[config.mk]
export PLATFORM = sky130hd
export DESIGN_NAME = horizontal_predictor_codec_core
export DESIGN_NICKNAME = d
export VERILOG_FILES = /design/src/rtl/core/hpc_pkg.sv /design/src/rtl/core/horizontal_predictor_codec_core.sv /design/src/rtl/core/hpc_skid.sv /design/src/rtl/core/hpc_datapath.sv
export SDC_FILE = /design/constraint.sdc
export NUM_CORES = 1
export LEC_CHECK = 0
export BUFFER_PORTS_ARGS = -buffer_cell sky130_fd_sc_hd__buf_2
export CORE_UTILIZATION = 43
export DETAILED_ROUTE_END_ITERATION = 12
export PLACE_DENSITY = 0.59
export SLEW_MARGIN = 20
export SYNTH_ARGS = -nofsm -noshare
export SYNTH_HDL_FRONTEND = slang
export SYNTH_HIERARCHICAL = 1
export SYNTH_SLANG_ARGS = --single-unit
[constraint.sdc]
create_clock -name aclk -period 8 [get_ports aclk]
set_clock_uncertainty 0.05 [all_clocks]
set_input_delay 0.4 -clock aclk [delete_from_list [all_inputs] [get_ports aclk]]
set_output_delay 0.4 -clock aclk [all_outputs]
set_load 0.02 [all_outputs]
[src/rtl/core/hpc_pkg.sv]
`default_nettype none

package hpc_pkg;

    localparam int LANES      = 4;
    localparam int LANE_W     = 16;
    localparam int TDATA_W    = LANES * LANE_W;
    localparam int CFG_IDX_W  = 2;
    localparam int CFG_DATA_W = 16;
    localparam int FMT_W      = 3;
    localparam int ROW_W      = 16;

    localparam logic [CFG_IDX_W-1:0] CFG_DIRECTION  = 2'd0;
    localparam logic [CFG_IDX_W-1:0] CFG_FORMAT     = 2'd1;
    localparam logic [CFG_IDX_W-1:0] CFG_ROW_LENGTH = 2'd2;

    localparam logic DIR_DECODE = 1'b0;
    localparam logic DIR_ENCODE = 1'b1;

    localparam logic [FMT_W-1:0] FMT_BYTE   = 3'd0;
    localparam logic [FMT_W-1:0] FMT_RGB8   = 3'd1;
    localparam logic [FMT_W-1:0] FMT_RGBA8  = 3'd2;
    localparam logic [FMT_W-1:0] FMT_RGB16  = 3'd3;
    localparam logic [FMT_W-1:0] FMT_RGBA16 = 3'd4;

    localparam logic [LANE_W-1:0] BYTE_MASK = 16'h00FF;

    typedef struct packed {
        logic              direction;
        logic [FMT_W-1:0]  pixel_format;
        logic [ROW_W-1:0]  row_length;
    } cfg_t;

    // channel count of a format; undefined codes act as single byte
    function automatic logic [2:0] fmt_channels(input logic [FMT_W-1:0] f);
        logic [2:0] n;
        case (f)
            FMT_RGB8:   n = 3'd3;
            FMT_RGBA8:  n = 3'd4;
            FMT_RGB16:  n = 3'd3;
            FMT_RGBA16: n = 3'd4;
            default:    n = 3'd1;
        endcase
        return n;
    endfunction

    function automatic logic fmt_wide(input logic [FMT_W-1:0] f);
        return (f == FMT_RGB16) || (f == FMT_RGBA16);
    endfunction

endpackage

`default_nettype wire

[src/rtl/core/horizontal_predictor_codec_core.sv]
// Horizontal differencing predictor, one pixel of up to four channels per item.
// Input stream s_*: tdata carries the four channel samples; unused channels are
// ignored. Result stream m_*: tdata carries the predicted channels (unused ones
// zero), tlast marks the last item of a row.
// Decode adds the previous decoded pixel, encode subtracts the previous original
// pixel; the first pixel of a row passes through. Byte formats wrap at 8 bits,
// 16-bit formats at the channel width.
// Configuration: cfg_wr_en with cfg_index 0 direction, 1 pixel format,
// 2 row length; write only while no item is in flight. Writes keep row state.
// From input accept to result valid an item passes the input stage register,
// then the result register. Throughput: one item per cycle while m_tready is
// high, set by the single add/subtract per channel between those two registers.
// Reset (aresetn low, synchronous) clears the stream valids, the previous pixel,
// the column counter and the registers to decode, single byte, row length 1.
// When m_tready is low the result holds; the input stage and a one-item skid
// absorb what is in flight, and s_tready drops only once the skid is full.
`default_nettype none

module horizontal_predictor_codec_core #(
    parameter int CHANNEL_WIDTH = 16,
    parameter int CHANNELS      = 4
) (
    input  wire logic                           aclk,
    input  wire logic                           aresetn,
    input  wire logic                           cfg_wr_en,
    input  wire logic [hpc_pkg::CFG_IDX_W-1:0]  cfg_index,
    input  wire logic [hpc_pkg::CFG_DATA_W-1:0] cfg_wdata,
    input  wire logic                           s_tvalid,
    output logic                                s_tready,
    // chan_a [15:0], chan_b [31:16], chan_c [47:32], chan_d [63:48]
    input  wire logic [hpc_pkg::TDATA_W-1:0]    s_tdata,
    output logic                                m_tvalid,
    input  wire logic                           m_tready,
    // out_a [15:0], out_b [31:16], out_c [47:32], out_d [63:48]
    output logic [hpc_pkg::TDATA_W-1:0]         m_tdata,
    output logic                                m_tlast
);

    hpc_pkg::cfg_t               cfg_reg;
    logic                        stage_valid;
    logic                        stage_ready;
    logic [hpc_pkg::TDATA_W-1:0] stage_data;

    always_ff @(posedge aclk) begin
        if (!aresetn) begin
            cfg_reg.direction    <= hpc_pkg::DIR_DECODE;
            cfg_reg.pixel_format <= hpc_pkg::FMT_BYTE;
            cfg_reg.row_length   <= 16'd1;
        end else if (cfg_wr_en) begin
            case (cfg_index)
                hpc_pkg::CFG_DIRECTION:  cfg_reg.direction    <= cfg_wdata[0];
                hpc_pkg::CFG_FORMAT:     cfg_reg.pixel_format <= cfg_wdata[hpc_pkg::FMT_W-1:0];
                hpc_pkg::CFG_ROW_LENGTH: cfg_reg.row_length   <= cfg_wdata[hpc_pkg::ROW_W-1:0];
                default: ;
            endcase
        end
    end

    hpc_skid u_skid (
        .aclk      (aclk),
        .aresetn   (aresetn),
        .in_valid  (s_tvalid),
        .in_ready  (s_tready),
        .in_data   (s_tdata),
        .out_valid (stage_valid),
        .out_ready (stage_ready),
        .out_data  (stage_data)
    );

    hpc_datapath #(
        .CHANNEL_WIDTH (CHANNEL_WIDTH),
        .CHANNELS      (CHANNELS)
    ) u_datapath (
        .aclk     (aclk),
        .aresetn  (aresetn),
        .cfg      (cfg_reg),
        .in_valid (stage_valid),
        .in_ready (stage_ready),
        .in_data  (stage_data),
        .m_tvalid (m_tvalid),
        .m_tready (m_tready),
        .m_tdata  (m_tdata),
        .m_tlast  (m_tlast)
    );

    // input side backs up only after the result side stalled
    a_ready_drop: assert property (@(posedge aclk) disable iff (!aresetn)
        !s_tready |-> $past(m_tvalid && !m_tready))
        else $error("s_tready low without a prior output stall");

    // a new result comes only from an item held in the input stage
    a_result_source: assert property (@(posedge aclk) disable iff (!aresetn)
        $rose(m_tvalid) |-> $past(stage_valid))
        else $error("result appeared without an input stage item");

    // input stage never drains while the result register is stalled
    a_stage_hold: assert property (@(posedge aclk) disable iff (!aresetn)
        (stage_valid && m_tvalid && !m_tready) |=> stage_valid)
        else $error("input stage item lost during stall");

endmodule

`default_nettype wire

[src/rtl/core/hpc_skid.sv]
`default_nettype none

module hpc_skid (
    input  wire logic                        aclk,
    input  wire logic                        aresetn,
    input  wire logic                        in_valid,
    output logic                             in_ready,
    input  wire logic [hpc_pkg::TDATA_W-1:0] in_data,
    output logic                             out_valid,
    input  wire logic                        out_ready,
    output logic [hpc_pkg::TDATA_W-1:0]      out_data
);

    logic                        main_valid_reg;
    logic [hpc_pkg::TDATA_W-1:0] main_data_reg;
    logic                        skid_valid_reg;
    logic [hpc_pkg::TDATA_W-1:0] skid_data_reg;
    logic                        consume;
    logic                        take;

    assign in_ready  = !skid_valid_reg;
    assign out_valid = main_valid_reg;
    assign out_data  = main_data_reg;
    assign consume   = main_valid_reg && out_ready;
    assign take      = in_valid && !skid_valid_reg;

    always_ff @(posedge aclk) begin
        if (!aresetn) begin
            main_valid_reg <= 1'b0;
            skid_valid_reg <= 1'b0;
        end else if (skid_valid_reg) begin
            if (consume) begin
                main_data_reg  <= skid_data_reg;
                skid_valid_reg <= 1'b0;
            end
        end else if (take) begin
            if (!main_valid_reg || consume) begin
                main_data_reg  <= in_data;
                main_valid_reg <= 1'b1;
            end else begin
                // stage busy and stalled: park the item
                skid_data_reg  <= in_data;
                skid_valid_reg <= 1'b1;
            end
        end else if (consume) begin
            main_valid_reg <= 1'b0;
        end
    end

endmodule

`default_nettype wire

[src/rtl/core/hpc_datapath.sv]
`default_nettype none

module hpc_datapath #(
    parameter int CHANNEL_WIDTH = 16,
    parameter int CHANNELS      = 4
) (
    input  wire logic                        aclk,
    input  wire logic                        aresetn,
    input  wire hpc_pkg::cfg_t               cfg,
    input  wire logic                        in_valid,
    output logic                             in_ready,
    input  wire logic [hpc_pkg::TDATA_W-1:0] in_data,
    output logic                             m_tvalid,
    input  wire logic                        m_tready,
    output logic [hpc_pkg::TDATA_W-1:0]      m_tdata,
    output logic                             m_tlast
);

    localparam logic [hpc_pkg::LANE_W-1:0] WIDE_MASK =
        hpc_pkg::LANE_W'((32'd1 << CHANNEL_WIDTH) - 32'd1);

    logic                              load;
    logic [2:0]                        nch;
    logic [hpc_pkg::LANE_W-1:0]        lane_mask;
    logic                              first;
    logic                              last;
    logic [hpc_pkg::ROW_W:0]           len_ext;
    logic [hpc_pkg::ROW_W:0]           col_inc;
    logic [hpc_pkg::ROW_W-1:0]         col_reg;
    logic [hpc_pkg::ROW_W-1:0]         col_next;
    logic [hpc_pkg::LANE_W-1:0]        res [hpc_pkg::LANES];
    logic [CHANNEL_WIDTH-1:0]          prev_reg [CHANNELS];
    logic                              out_valid_reg;
    logic [hpc_pkg::TDATA_W-1:0]       out_data_reg;
    logic                              out_last_reg;

    assign in_ready  = !out_valid_reg || m_tready;
    assign load      = in_valid && in_ready;
    assign nch       = hpc_pkg::fmt_channels(cfg.pixel_format);
    assign lane_mask = hpc_pkg::fmt_wide(cfg.pixel_format) ? WIDE_MASK : hpc_pkg::BYTE_MASK;

    // zero row length acts as one
    assign len_ext  = (cfg.row_length == '0) ? 17'd1 : {1'b0, cfg.row_length};
    assign col_inc  = {1'b0, col_reg} + 17'd1;
    assign first    = (col_reg == '0);
    assign last     = (col_inc >= len_ext);
    assign col_next = last ? '0 : col_inc[hpc_pkg::ROW_W-1:0];

    for (genvar k = 0; k < hpc_pkg::LANES; k++) begin : g_lane
        if (k < CHANNELS) begin : g_used
            logic                       active;
            logic [hpc_pkg::LANE_W-1:0] x;
            logic [hpc_pkg::LANE_W-1:0] prev_ext;
            logic [hpc_pkg::LANE_W-1:0] y;
            logic [CHANNEL_WIDTH-1:0]   prev_next;

            assign active   = (3'(k) < nch);
            assign x        = in_data[k*hpc_pkg::LANE_W +: hpc_pkg::LANE_W] & lane_mask;
            assign prev_ext = hpc_pkg::LANE_W'(prev_reg[k]);

            always_comb begin
                if (first) begin
                    y = x;
                end else if (cfg.direction == hpc_pkg::DIR_DECODE) begin
                    y = (x + prev_ext) & lane_mask;
                end else begin
                    y = (x - prev_ext) & lane_mask;
                end
            end

            // decode keeps the reconstructed pixel, encode the original
            assign prev_next = CHANNEL_WIDTH'((cfg.direction == hpc_pkg::DIR_DECODE) ? y : x);
            assign res[k]    = active ? y : '0;

            always_ff @(posedge aclk) begin
                if (!aresetn) begin
                    prev_reg[k] <= '0;
                end else if (load && active) begin
                    prev_reg[k] <= prev_next;
                end
            end
        end else begin : g_unused
            assign res[k] = '0;
        end
    end

    always_ff @(posedge aclk) begin
        if (!aresetn) begin
            col_reg       <= '0;
            out_valid_reg <= 1'b0;
        end else begin
            if (load) begin
                col_reg       <= col_next;
                out_valid_reg <= 1'b1;
                out_data_reg  <= {res[3], res[2], res[1], res[0]};
                out_last_reg  <= last;
            end else if (m_tready) begin
                out_valid_reg <= 1'b0;
            end
        end
    end

    assign m_tvalid = out_valid_reg;
    assign m_tdata  = out_data_reg;
    assign m_tlast  = out_last_reg;

endmodule

`default_nettype wire
==> flow_metrics.py, run 1 <==
metrics = {
    "yosys": {
        "yosys_warnings": 6,
        "synth_top_cell_area_share_pct": 45.6,
        "syn_inst": 1601,
        "yosysTopAreaCell": "edfxtp_1",
        "ys_types": 76,
        "async_reset_ff_share_pct": 0,
        "synth_compound_area_share_pct": 12.7,
        "synth_fp_nets": 1774,
        "synth_ff_type": "edfxtp_1",
        "synthXorXnorAreaFrac_pct": 6.35,
        "ys_top_cells_by_area": "edfxtp_1 46%, ha_1 6.1%, nand2_1 4.9%",
        "synth_seq_area_share_pct": 50.2,
        "synth_top_family_by_area": "simple AND/OR/NAND/NOR gates",
        "synth-seq-cells": 296,
        "yosys.area_share.simple_pct": 14.9,
        "synth_edf_count": 257,
        "syn-mean-instance-area_um2": 10.6,
        "synth_fa_ha_area_share_pct": 6.53,
        "muxShareOfSynthArea_pct": 6.06,
        "synthesis.area_mm2": 0.0169,
    },
    "power_and_ir_drop": {
        "p_sw_mw": 1.11,
        "p_leak_nw": 7.71,
        "p_seq_share_pct": 43.4,
        "p_per_area_mw_per_mm2": 208,
        "intPower_mw": 3.02,
        "clock_power_share_pct": 40.1,
        "share_comb_of_total_power_pct": 16.6,
        "swShare_pct": 26.8,
        "irDropWorstVdd_mv": 0.132,
    },
    "clocking": {
        "path_clk_slew_ns": 0.06,
        "hold_buffers": 54,
        "cts_tree": "yes",
        "clk_latency_ns": 0.54,
        "numCtsBuffers": 35,
        "cts.sinks": 296,
        "cts-root-buf": "clkbuf_16",
        "post_cts_buffers": 0,
        "h-tree-depth": 2,
        "cts_buffer_depth": 3,
        "cts.repair.resized": 0,
    },
    "timing": {
        "max_freq_ghz": 0.232,
        "rsz0062_at_grt": "false",
        "finalCritPeriodShare_pct": 53.9,
        "slew_violations": 0,
        "finalCriticalPeriod_ns": 4.31,
        "relSlewSlack_pct": 28.4,
        "finalSetupTns_ns": 0,
        "setup_violations": 0,
        "worstMarginPinSlew_ns": 1.07,
        "hold_viol": 0,
    },
    "global_route": {
        "grt_antenna_before_repair": 0,
        "grt_overflow": 0,
        "grt_pass1_wl_mm": 69.3,
        "first_global_vias": 13000,
        "grt_max_degree": 72,
        "track_usage_pct": 21.7,
    },
    "setup_path": {
        "worst_path_largest_cell_delay_ns": 0.70,
        "crit_arrival_ns": 4.74,
        "worstPathRequired_ns": 8.43,
        "start_kind": "flop",
        "cp_slowest_cell": "nor3_1",
        "path_max_fanout": 15,
        "rr_worst_depth": 13,
        "end_kind": "flop",
        "timing.critical_path.cells": "nand3_1 -> nor3_1 -> nand2_1 -> nor2_1 -> xor2_1 -> ha_1 -> nand3_1 -> o22ai_1 -> o21a_1 -> o21ai_0 -> nand3_2 -> nor2_1 -> a22o_1",
        "crit_type": "flop to flop",
    },
    "routing": {
        "routed_wl_mm": 43.5,
        "ant_nets": 0,
        "vias": 12800,
        "wire_per_inst_um": 18.6,
        "drc": 0,
        "first_pass_iters": 7,
        "drtIter0Drc": 894,
        "via_per_inst": 5.47,
    },
    "layout": {
        "drive_gt1_share_pct": 17.1,
        "areaGrowthSynthToFinish_pct": 17.5,
        "fin_util_pct": 51.4,
        "antennaDiodeCount": 0,
        "register_area_mm2": 0.00850,
        "instances_no_fill": 2336,
        "fillers": 3536,
        "multi_input_area_mm2": 0.00792,
        "final_common_cell": "edfxtp_1",
        "mostFrequentLayoutCells": "257 x edfxtp_1, 220 x nand2_1, 153 x buf_2",
        "finalNetCount": 1966,
    },
    "floorplanning": {
        "ioPinCount": 154,
        "die-height_um": 200,
        "rows": 72,
        "core-area_mm2": 0.0387,
        "fp.dieArea_mm2": 0.0402,
        "start_util_pct": 43.7,
        "die_w_um": 200,
    },
    "place": {
        "io_buffers": 153,
        "gp_congestion": 0.881,
        "dpl.hpwl_mm": 28.4,
        "dp_cells": 2219,
    },
    "job": {
        "drv_cap": 0,
    },
    "min_path": {
        "worstHoldPathCells": 1,
        "hold_path_class": "input port to flop",
    },
    "status": {
        "outcome": "completed",
    },
}
[cells in the mapped netlist (all sizes together) (3+ instances only)]
| cell | n |
|---|---|
| nor3b | 7 |
| fa | 4 |
| o211ai | 3 |
| xor2 | 33 |
| edfxtp | 257 |
| a2111oi | 4 |
| o311ai | 6 |
| buf | 25 |
| o2bb2ai | 8 |
| nor2b | 10 |
| or4 | 6 |
| nor4 | 19 |
| or3 | 6 |
| nor2 | 107 |
| mux2i | 29 |
| mux2 | 65 |
| o21ai | 53 |
| inv | 60 |
| or2 | 4 |
| nor3 | 36 |
| a21boi | 3 |
| a31oi | 13 |
| nand3b | 4 |
| o221ai | 3 |
| nand4 | 10 |
| nand2 | 220 |
| xnor2 | 89 |
| o31ai | 5 |
| a21oi | 145 |
| dfxtp | 39 |
| a21o | 17 |
| clkbuf | 42 |
| and2 | 35 |
| a211o | 3 |
| o21a | 19 |
| nand2b | 18 |
| and3 | 15 |
| o21bai | 7 |
| ha | 82 |
| a22o | 10 |
| a211oi | 24 |
| nand3 | 29 |
[cell families after synthesis]
kind of cell | count (synthesis)
simple gates | 535
compound gates | 341
flops | 296
buf+inv | 127
xor+xnor | 122
mux | 94
fa+ha+maj | 86
[power by group through the flow]
stage          clock, mW  combinational, mW  sequential (mW)
2_1_floorplan          0              0.481             1.82
3_3_place_gp           0              0.651             1.83
3_5_place_dp           0              0.660             1.83
4_1_cts             1.70              0.684             1.79
5_1_grt             1.75              0.763             1.80
6_report            1.66              0.684             1.79
[metrics by stage]
step           hold WS, ns  area (um2)  power, mW  setup slack [ns]
5_1_grt             0.0205       19900       4.31              3.32
3_5_place_dp         0.420       18200       2.48              3.84
6_report            0.0231       19900       4.13              3.69
3_3_place_gp         0.413       18200       2.48              3.97
4_1_cts           0.000847       19900       4.18              3.79
2_1_floorplan        0.384       16900       2.30              2.21
[routing by layer]
metal	GRT usage (%)	up-vias	wire length (um)
met4	8.07	0	1250
met5	0	-	0
met2	35.5	366	20100
met3	3.41	75	2390
li1	-	6228	-
met1	29.0	6099	19800
[final timing paths]
kind                                           start                            endpoint  slack [ns]
setup reg to reg  u_datapath/col_reg[2]$_SDFFE_PN0P_  u_datapath/col_reg[9]$_SDFFE_PN0P_        3.69
setup / recovery  u_datapath/col_reg[2]$_SDFFE_PN0P_  u_datapath/col_reg[9]$_SDFFE_PN0P_        3.69
hold / removal                           s_tdata[61]  u_skid/skid_data_reg[61]$_DFFE_PP_        0.02
hold reg to reg              cfg_reg[8]$_SDFFE_PN0P_             cfg_reg[8]$_SDFFE_PN0P_        0.43
[critical path: cells and delay by family (launching register included)]
kind | cells | cell delay, ns
AO/OA/AOI/OAI | 4 | 0.92
adder cells (fa/ha/maj) | 1 | 0.26
AND/OR/NAND/NOR | 7 | 2.39
XOR/XNOR | 1 | 0.17
flip-flops | 1 | 0.45
[cell type report]
| class | instances | area share, % |
|---|---|---|
| sequential | 296 | 42.7 |
| multi-input combinational | 1178 | 39.8 |
| timing repair buffer | 222 | 7.15 |
| clock buffer | 44 | 4.83 |
| tap | 518 | 3.26 |
| inverter | 60 | 1.14 |
| clock inverter | 18 | 1.08 |
Note: power is estimated with default switching activity, not from simulation.
==> inputs of run 2 (changes only) <==
--- a/config.mk
+++ b/config.mk
@@ -8,7 +8,7 @@
 export BUFFER_PORTS_ARGS = -buffer_cell sky130_fd_sc_hd__buf_2
 export CORE_UTILIZATION = 43
 export DETAILED_ROUTE_END_ITERATION = 12
-export PLACE_DENSITY = 0.59
+export PLACE_DENSITY = 0.61
 export SLEW_MARGIN = 20
 export SYNTH_ARGS = -nofsm -noshare
 export SYNTH_HDL_FRONTEND = slang
==> constraint.sdc (replaced) <==
create_clock -name aclk -period 3.67 [get_ports aclk]
set_clock_uncertainty 0.05 [all_clocks]
set_input_delay 0.1835 -clock aclk [delete_from_list [all_inputs] [get_ports aclk]]
set_output_delay 0.1835 -clock aclk [all_outputs]
set_load 0.02 [all_outputs]
==> run 2 against run 1 <==
Non-clock buffer count grew 81. Sequential cell count is the same. Critical endpoint is now u_datapath/prev_reg[2][15]$_SDFFCE_PN0P_. Via count grew 2.5%.
==> flow_metrics.py, run 2 (synthesized netlist as in run 1, its figures left out) <==
metrics = {
    "clocking": {
        "cts-root-buf": "clkbuf_16",
        "h-tree-depth": 2,
        "cts_tree": "yes",
        "cts_buffer_depth": 3,
        "clk_latency_ns": 0.54,
        "post_cts_buffers": 0,
        "path_clk_slew_ns": 0.06,
        "cts.sinks": 296,
        "numCtsBuffers": 36,
    },
    "power_and_ir_drop": {
        "swShare_pct": 26.6,
        "clock_power_share_pct": 41.2,
        "p_seq_share_pct": 41.7,
        "irDropWorstVdd_mv": 0.245,
        "p_sw_mw": 2.49,
        "intPower_mw": 6.88,
        "share_comb_of_total_power_pct": 17.1,
        "p_per_area_mw_per_mm2": 450,
        "p_leak_nw": 8.16,
    },
    "floorplanning": {
        "core-area_mm2": 0.0387,
        "ioPinCount": 154,
        "fp.dieArea_mm2": 0.0402,
        "start_util_pct": 43.7,
        "rows": 72,
        "die-height_um": 200,
        "die_w_um": 200,
    },
    "job": {
        "drv_cap": 0,
    },
    "global_route": {
        "grt_max_degree": 70,
        "grt_pass1_wl_mm": 70.7,
        "grt_antenna_before_repair": 0,
        "first_global_vias": 13200,
        "grt_overflow": 0,
        "track_usage_pct": 22.1,
    },
    "layout": {
        "antennaDiodeCount": 0,
        "final_area_mm2": 0.0208,
        "fillers": 3476,
        "areaGrowthSynthToFinish_pct": 22.8,
        "register_area_mm2": 0.00850,
        "mostFrequentLayoutCells": "257 x edfxtp_1, 220 x nand2_1, 153 x buf_2",
        "multi_input_area_mm2": 0.00800,
        "drive_gt1_share_pct": 19.8,
        "finalNetCount": 2048,
        "final_common_cell": "edfxtp_1",
    },
    "routing": {
        "ant_nets": 0,
        "via_per_inst": 5.41,
        "wire_per_inst_um": 18.3,
        "drc": 0,
        "drtIter0Drc": 731,
        "routed_wl_mm": 44.2,
        "first_pass_iters": 5,
        "vias": 13100,
    },
    "setup_path": {
        "worstPathRequired_ns": 3.99,
        "r2r_slack_ns": 0.13,
        "crit_type": "flop to flop",
        "r2r-start": "u_datapath/prev_reg[2][5]$_SDFFCE_PN0P_",
        "end_kind": "flop",
        "start_kind": "flop",
        "rr_worst_depth": 12,
        "path_max_fanout": 5,
        "crit_arrival_ns": 3.86,
        "reg2reg_to": "u_datapath/prev_reg[2][15]$_SDFFCE_PN0P_",
    },
    "place": {
        "dpl-instance-area_mm2": 0.0186,
        "io_buffers": 153,
        "dpl.hpwl_mm": 30.0,
        "gp_congestion": 0.912,
    },
    "timing": {
        "setup_violations": 0,
        "hold_ws_ns": 0.0930,
        "finalCritPeriodShare_pct": 96.4,
        "relSlewSlack_pct": 27.5,
        "finalSetupTns_ns": 0,
        "worstMarginPinSlew_ns": 1.09,
        "hold_viol": 0,
        "slew_violations": 0,
        "max_freq_ghz": 0.283,
        "finalCriticalPeriod_ns": 3.54,
    },
    "status": {
        "outcome": "completed",
    },
    "min_path": {
        "min_from": "m_tready",
        "hold_path_class": "input port to flop",
        "whs_endpoint": "u_skid/skid_valid_reg$_SDFF_PN0_",
        "worstHoldPathCells": 3,
    },
}
==> run 2: worst max-delay path by stage <==
stage	start	to	cells after the start
after global placement	u_datapath/prev_reg[2][5]$_SDFFCE_PN0P_	u_datapath/m_tdata[46]$_SDFFCE_PP0P_	12
after global routing	u_datapath/prev_reg[2][4]$_SDFFCE_PN0P_	u_datapath/prev_reg[2][15]$_SDFFCE_PN0P_	12
final	u_datapath/prev_reg[2][5]$_SDFFCE_PN0P_	u_datapath/prev_reg[2][15]$_SDFFCE_PN0P_	12
after floorplan	cfg_reg[17]$_SDFFE_PN0P_	u_datapath/prev_reg[1][0]$_SDFFCE_PN0P_	3
after CTS	u_datapath/prev_reg[2][5]$_SDFFCE_PN0P_	u_datapath/m_tdata[46]$_SDFFCE_PP0P_	12
after detailed placement	u_datapath/prev_reg[2][5]$_SDFFCE_PN0P_	u_datapath/prev_reg[2][14]$_SDFFCE_PN0P_	12
==> run 2: metrics by stage <==
| step | utilization, % | std cells | power [mW] | setup WS, ns |
|---|---|---|---|---|
| after floorplan | - | 1601 | 5.01 | 0.162 |
| after global placement | 48.0 | 2269 | 5.47 | 0.125 |
| after detailed placement | 48.0 | 2269 | 5.49 | 0.0461 |
| after CTS | 53.5 | 2419 | 9.45 | 0.0339 |
| after global routing | 53.7 | 2419 | 9.76 | -0.0753 |
| final | 53.7 | 2419 | 9.37 | 0.132 |
==> run 2: layout make-up <==
class,count,area share (%)
flip-flops and latches,296,40.9
clock inverters,24,1.62
well taps,518,3.12
clock buffers,40,4.50
repair buffers,303,10.4
multi-input cells,1178,38.4
inverters,60,1.09
==> run 2: power by group through the flow <==
stage / Combinational, mW / Clock [mW] / Sequential (mW)
2_1_floorplan: 1.05 / 0 / 3.96
3_3_place_gp: 1.49 / 0 / 3.97
3_5_place_dp: 1.52 / 0 / 3.97
4_1_cts: 1.59 / 3.95 / 3.91
5_1_grt: 1.78 / 4.06 / 3.92
6_report: 1.60 / 3.86 / 3.91
==> run 2: routing by layer <==
| metal | vias up | GRT usage (%) | routed length, um | share of wire, % |
|---|---|---|---|---|
| li1 | 6380 | - | - | - |
| met1 | 6311 | 30.0 | 20700 | 47 |
| met2 | 322 | 36.5 | 20500 | 46 |
| met3 | 78 | 3.57 | 1900 | 4.3 |
| met4 | 0 | 6.52 | 1040 | 2.3 |
| met5 | - | 0 | 0 | 0 |
==> run 2: repair_timing <==
item / in CTS / in global routing
gates resized for setup: 0 / 17
hold endpoints to repair: 150 / 0
hold buffers: 86 / 0
setup endpoints to repair: 0 / 23
==> run 2: worst max-delay path, stage by stage (launching register included) <==
cell and delay [ns]:
edfxtp_1 0.42, or4_1 0.62, nor3_1 0.21, nor2_1 0.08, xnor2_1 0.13, ha_1 0.37, and3_1 0.23, nor2_1 0.05
o2bb2ai_1 0.12, a31oi_1 0.46, o21ai_1 0.24, and3_1 0.22, nor3_1 0.18
